File: config.mk
export PLATFORM = sky130hd
export DESIGN_NAME = scm_cell
export DESIGN_NICKNAME = d
export VERILOG_FILES = /design/src/sv/sorted_counted_multiset_assert.svh /design/src/sv/scm_pkg.sv /design/src/sv/scm_cell.sv
export SDC_FILE = /design/constraint.sdc
export NUM_CORES = 1
export LEC_CHECK = 0
export BUFFER_PORTS_ARGS = -buffer_cell sky130_fd_sc_hd__buf_2
export CORE_ASPECT_RATIO = 1.25
export CORE_MARGIN = 2
export CORE_UTILIZATION = 49
export CTS_BUF_LIST = sky130_fd_sc_hd__clkbuf_4 sky130_fd_sc_hd__clkbuf_8 sky130_fd_sc_hd__clkbuf_16
export DETAILED_ROUTE_END_ITERATION = 10
export GPL_TIMING_DRIVEN = 0
export PLACE_DENSITY = 0.83
export SETUP_SLACK_MARGIN = 0.1
export SYNTH_ARGS = -nofsm -noshare
export SYNTH_HDL_FRONTEND = slang
export SYNTH_SLANG_ARGS = --single-unit
File: constraint.sdc
create_clock -name clk_i -period 2.7 [get_ports clk_i]
set_input_delay 0.27 -clock clk_i [delete_from_list [all_inputs] [get_ports clk_i]]
set_output_delay 0.27 -clock clk_i [all_outputs]
set_load 0.03 [all_outputs]
File: src/sv/sorted_counted_multiset_assert.svh
// Assertion macros shared by the sorted counted multiset RTL.
`ifndef SORTED_COUNTED_MULTISET_ASSERT_SVH
`define SORTED_COUNTED_MULTISET_ASSERT_SVH

// Same-cycle implication, checked out of reset.
`define SCM_ASSERT_IMP(label, clk, rstn, ante, cons) \
  label: assert property (@(posedge clk) disable iff (!(rstn)) (ante) |-> (cons)) \
    else $error("scm assertion failed");

// Next-cycle implication, checked out of reset.
`define SCM_ASSERT_NEXT(label, clk, rstn, ante, cons) \
  label: assert property (@(posedge clk) disable iff (!(rstn)) (ante) |=> (cons)) \
    else $error("scm assertion failed");

`endif

File: src/sv/scm_pkg.sv
// Types and constants shared by the sorted counted multiset modules.
`timescale 1ns / 1ps
package scm_pkg;

  localparam int CAPACITY   = 64;
  localparam int KEY_BITS   = 16;
  localparam int COUNT_BITS = 16;
  localparam int ENTRY_BITS = $clog2(CAPACITY + 1);

  typedef logic [KEY_BITS-1:0]   key_t;
  typedef logic [COUNT_BITS-1:0] count_t;
  typedef logic [ENTRY_BITS-1:0] entry_t;

  typedef enum logic [1:0] {
    OP_INSERT = 2'd0,
    OP_REMOVE = 2'd1,
    OP_QUERY  = 2'd2,
    OP_CLEAR  = 2'd3
  } op_e;

  typedef enum logic [1:0] {
    STS_OK   = 2'd0,
    STS_FULL = 2'd1,
    STS_SAT  = 2'd2
  } status_e;

  // What every cell does in the update cycle
  typedef enum logic [2:0] {
    ACT_HOLD,
    ACT_INSERT,
    ACT_DELETE,
    ACT_INC,
    ACT_DEC
  } act_e;

  typedef struct packed {
    key_t   key;
    count_t cnt;
  } slot_t;

  typedef struct packed {
    act_e act;
    key_t key;
  } cell_ctrl_t;

  typedef struct packed {
    logic lt;
    logic eq;
  } cell_flags_t;

endpackage

File: src/sv/scm_cell.sv
// One storage cell of the sorted row: key, count, compare flags and neighbor shift.
`timescale 1ns / 1ps
module scm_cell (
  input  logic                clk_i,
  input  logic                rst_ni,
  input  scm_pkg::cell_ctrl_t ctrl_i,
  input  logic                valid_i,
  input  logic                left_lt_i,
  input  scm_pkg::slot_t      left_i,
  input  scm_pkg::slot_t      right_i,
  output scm_pkg::slot_t      slot_o,
  output scm_pkg::cell_flags_t flags_o
);

  scm_pkg::slot_t       slot_q, slot_d;
  scm_pkg::cell_flags_t flags_q, flags_d;

  // compare against the broadcast key; only occupied cells count
  always_comb begin
    flags_d.lt = valid_i && (slot_q.key < ctrl_i.key);
    flags_d.eq = valid_i && (slot_q.key == ctrl_i.key);
  end

  // update: open a gap, close a gap, or adjust the matching count
  always_comb begin
    slot_d = slot_q;
    case (ctrl_i.act)
      scm_pkg::ACT_INSERT: begin
        if (!flags_q.lt) begin
          if (left_lt_i) begin
            slot_d.key = ctrl_i.key;
            slot_d.cnt = scm_pkg::count_t'(1);
          end else begin
            slot_d = left_i;
          end
        end
      end
      scm_pkg::ACT_DELETE: begin
        if (!flags_q.lt) slot_d = right_i;
      end
      scm_pkg::ACT_INC: begin
        if (flags_q.eq) slot_d.cnt = slot_q.cnt + scm_pkg::count_t'(1);
      end
      scm_pkg::ACT_DEC: begin
        if (flags_q.eq) slot_d.cnt = slot_q.cnt - scm_pkg::count_t'(1);
      end
      default: ;
    endcase
  end

  // payload has no reset; occupancy comes from the fill count
  always_ff @(posedge clk_i) begin
    slot_q <= slot_d;
  end

  always_ff @(posedge clk_i or negedge rst_ni) begin
    if (!rst_ni) begin
      flags_q <= '0;
    end else begin
      flags_q <= flags_d;
    end
  end

  assign slot_o  = slot_q;
  assign flags_o = flags_q;

endmodule

==> metrics <==
status=complete, no violations; worst skew pair latency=0.29 ns; Slew Limit Headroom=55.1%; clk root buf=clkbuf_8; Seq pwr share=42.1%; CTS clk-pin slew, worst paths=0.07 ns; largest net degree at the start of global routing=20; sequential-to-total area share from yosys stat=34.7%; gr usage total=about a quarter; Mapped Cells=296; Routed WL=roughly 8000 um; vias in the first global route=2963; Die Span X=roughly 73 um; maximum clock path buffer count=2; CP endpoint kind=flop; via count=roughly 2800; Power Dens Cells=413 mW/mm^2; setup bufs post-CTS=0; Syn Nets=414; Comb power frac=32.5%; Switch Pwr=between 0.5 and 0.6 mW; Cell variety after synth=55; final setup violating endpoints=0; Port Buf Inserts=119; final hold slack=0.237 ns; CTS tree=done; WP data required=around 2.7 ns; Detailed Routing Iterations Pass 1=4; CP cell instances=buf_2 > nor2_1 > nand2_2 > inv_4 > ha_1 > a211oi_1 > o21a_1 > nor3_1 > a222oi_1 > nand2_1; Layout Nets=542; CTS H-tree lvls=2; Clock power frac=between 20% and 30%; antenna violations before repair=0; EDFF count, synth=32; multi-input logic area=0.00176 mm^2; RSZ-0062 raised after global routing=no; Final period util=83.8%; Max Transition Viols Final=0; peak supply drop=227 uV; most common library cell in the layout ignoring fill and taps=buf_2; ANT cells=0; clock buffer count from CTS=5; cts repair resizes=0; FP Rows=31; most frequent cells in the layout=buf_2 (127), edfxtp_1 (32), ha_1 (30), nand2_1 (28), inv_1 (19); die extent in y=90.2 um; initial core utilization=50.4%; Core Util, Final=64.1%; CTS Sinks=34; DIE AREA=0.00658 mm^2; hold buffers post-CTS=1; hold wc startpoint=valid_i; first-pass GRT wire length=around 13000 um; WP data arrival=2.31 ns; CP max stage delay=0.33 ns; drt via density=roughly 5.7; worst hold-check path type=in -> reg; DRC violations left=0; Max Cap Viol=0; r2r startpoint=slot_o[0]; crit path max-delay cell type=o21a_1; top_reg_cell synth=edfxtp_1; GRT overflow=0; final hold violations=0; drt wl/cell=16.2 um; Ys Warns=0; layout cells sized above 1=37.4%; Post-synth ARST share=5.88%; startpoint class of the critical path=primary input; number of I/O pins=121; sw frac=33.6%; sequential cell area=0.00101 mm^2; crit-path max FO=19; CP startpoint=ctrl_i[16]; min Tclk post-route=2.26 ns; Core Region=0.00578 mm^2; HPWL after DPL=6440 um; crit path kind=in -> reg; Worst Clk Skew=0.00611 ns; synthesized area=0.00291 mm^2; routability cong.=0.895; total power=around 1.5 mW; Synth-to-Final Area Change=27.1%; initial DRC count=152; Final ANT Viol Nets=0; Least-Margin Pin Slew=slightly below 0.7 ns; # fillers=490; internal power=1.01 mW; Leak=1.78 nW; highest clock rate=442 MHz; Post-Syn Area per Cell=9.84 um^2; Yosys reg bits=34
worst max-delay path: cells and delay by family:
family / cells / cell delay [ns]
AO/OA/AOI/OAI: 3 / 0.95
AND/OR/NAND/NOR: 4 / 0.42
adder cells (fa/ha/maj): 1 / 0.30
buffers and inverters: 2 / 0.37
cell families (layout without fill, tap and decap cells):
kind of cell               after synthesis  after routing  share of synthesized area [%]
AOI/OAI and AO/OA                      103            103                           25.6
xor gates and xnor gates                 8              8                           2.41
adders and majority gates               31             31                           13.6
buffers and inverters                   32            161                           4.94
DFF                                     34             34                           34.7
muxes                                   18             18                           6.19
and+or+nand+nor                         70             70                           12.6
routing by layer:
metal	global-route usage, %	part of all wire, %
met3	7.29	7.1
met2	47.0	53
met5	0	0
met1	27.0	38
met4	8.95	2.0
cell type report:
type                            count  area share [%]
Multi-Input combinational cell    230            47.6
Sequential cell                    34            27.3
Timing Repair Buffer              121            16.7
Tap cell                           66            2.23
Inverter                           20            2.10
Clock buffer                        6            2.06
Buffer                             12            1.79
Clock inverter                      2           0.237
Yosys cell counts (all sizes together), types with 8 or more instances:
library cell  count  area share, %
edfxtp           32             33
o21a              8            2.1
a21o              9            2.3
mux2i            18            6.2
a21oi            15            3.4
nor3              9            1.9
o21ai            31            5.5
ha               30             13
buf              11            2.1
nand2            29            3.8
inv              20            2.7
a22oi            13            3.4
path summary, 6_finish.rpt:
| kind | to | slack, ns | depth (start not counted) |
|---|---|---|---|
| max | slot_o[13] | 0.44 | 10 |
| min reg2reg | slot_o[21] | 0.66 | 1 |
| min | flags_o[0] | 0.24 | 3 |
| min in group asynchronous | flags_o[1] | 0.30 | 2 |
| max reg2reg | slot_o[10] | 0.47 | 7 |
| max in group asynchronous | flags_o[0] | 2.30 | 2 |
power by group through the flow:
| stage | combinational, mW | sequential (mW) | clock, mW |
|---|---|---|---|
| 6_report | 0.496 | 0.644 | 0.388 |
| 5_1_grt | 0.550 | 0.648 | 0.414 |
| 4_1_cts | 0.497 | 0.644 | 0.397 |
| 3_5_place_dp | 0.493 | 0.656 | 0 |
| 3_3_place_gp | 0.480 | 0.656 | 0 |
| 2_1_floorplan | 0.265 | 0.717 | 0 |
registers in the layout (all words and copies together) (netlist names):
signal   count
flags_o      2
slot_o      32
per-stage QoR:
stage | area [um^2] | TNS, ns | std cells | setup slack [ns]
2_1_floorplan | 2910 | 0 | 296 | 0.130
3_3_place_gp | 3590 | -10.32 | 481 | -0.622
3_5_place_dp | 3610 | 0 | 482 | 0.134
4_1_cts | 3700 | 0 | 491 | 0.432
5_1_grt | 3700 | 0 | 491 | 0.237
6_report | 3700 | 0 | 491 | 0.436
Note: power is estimated with default switching activity, not from simulation.
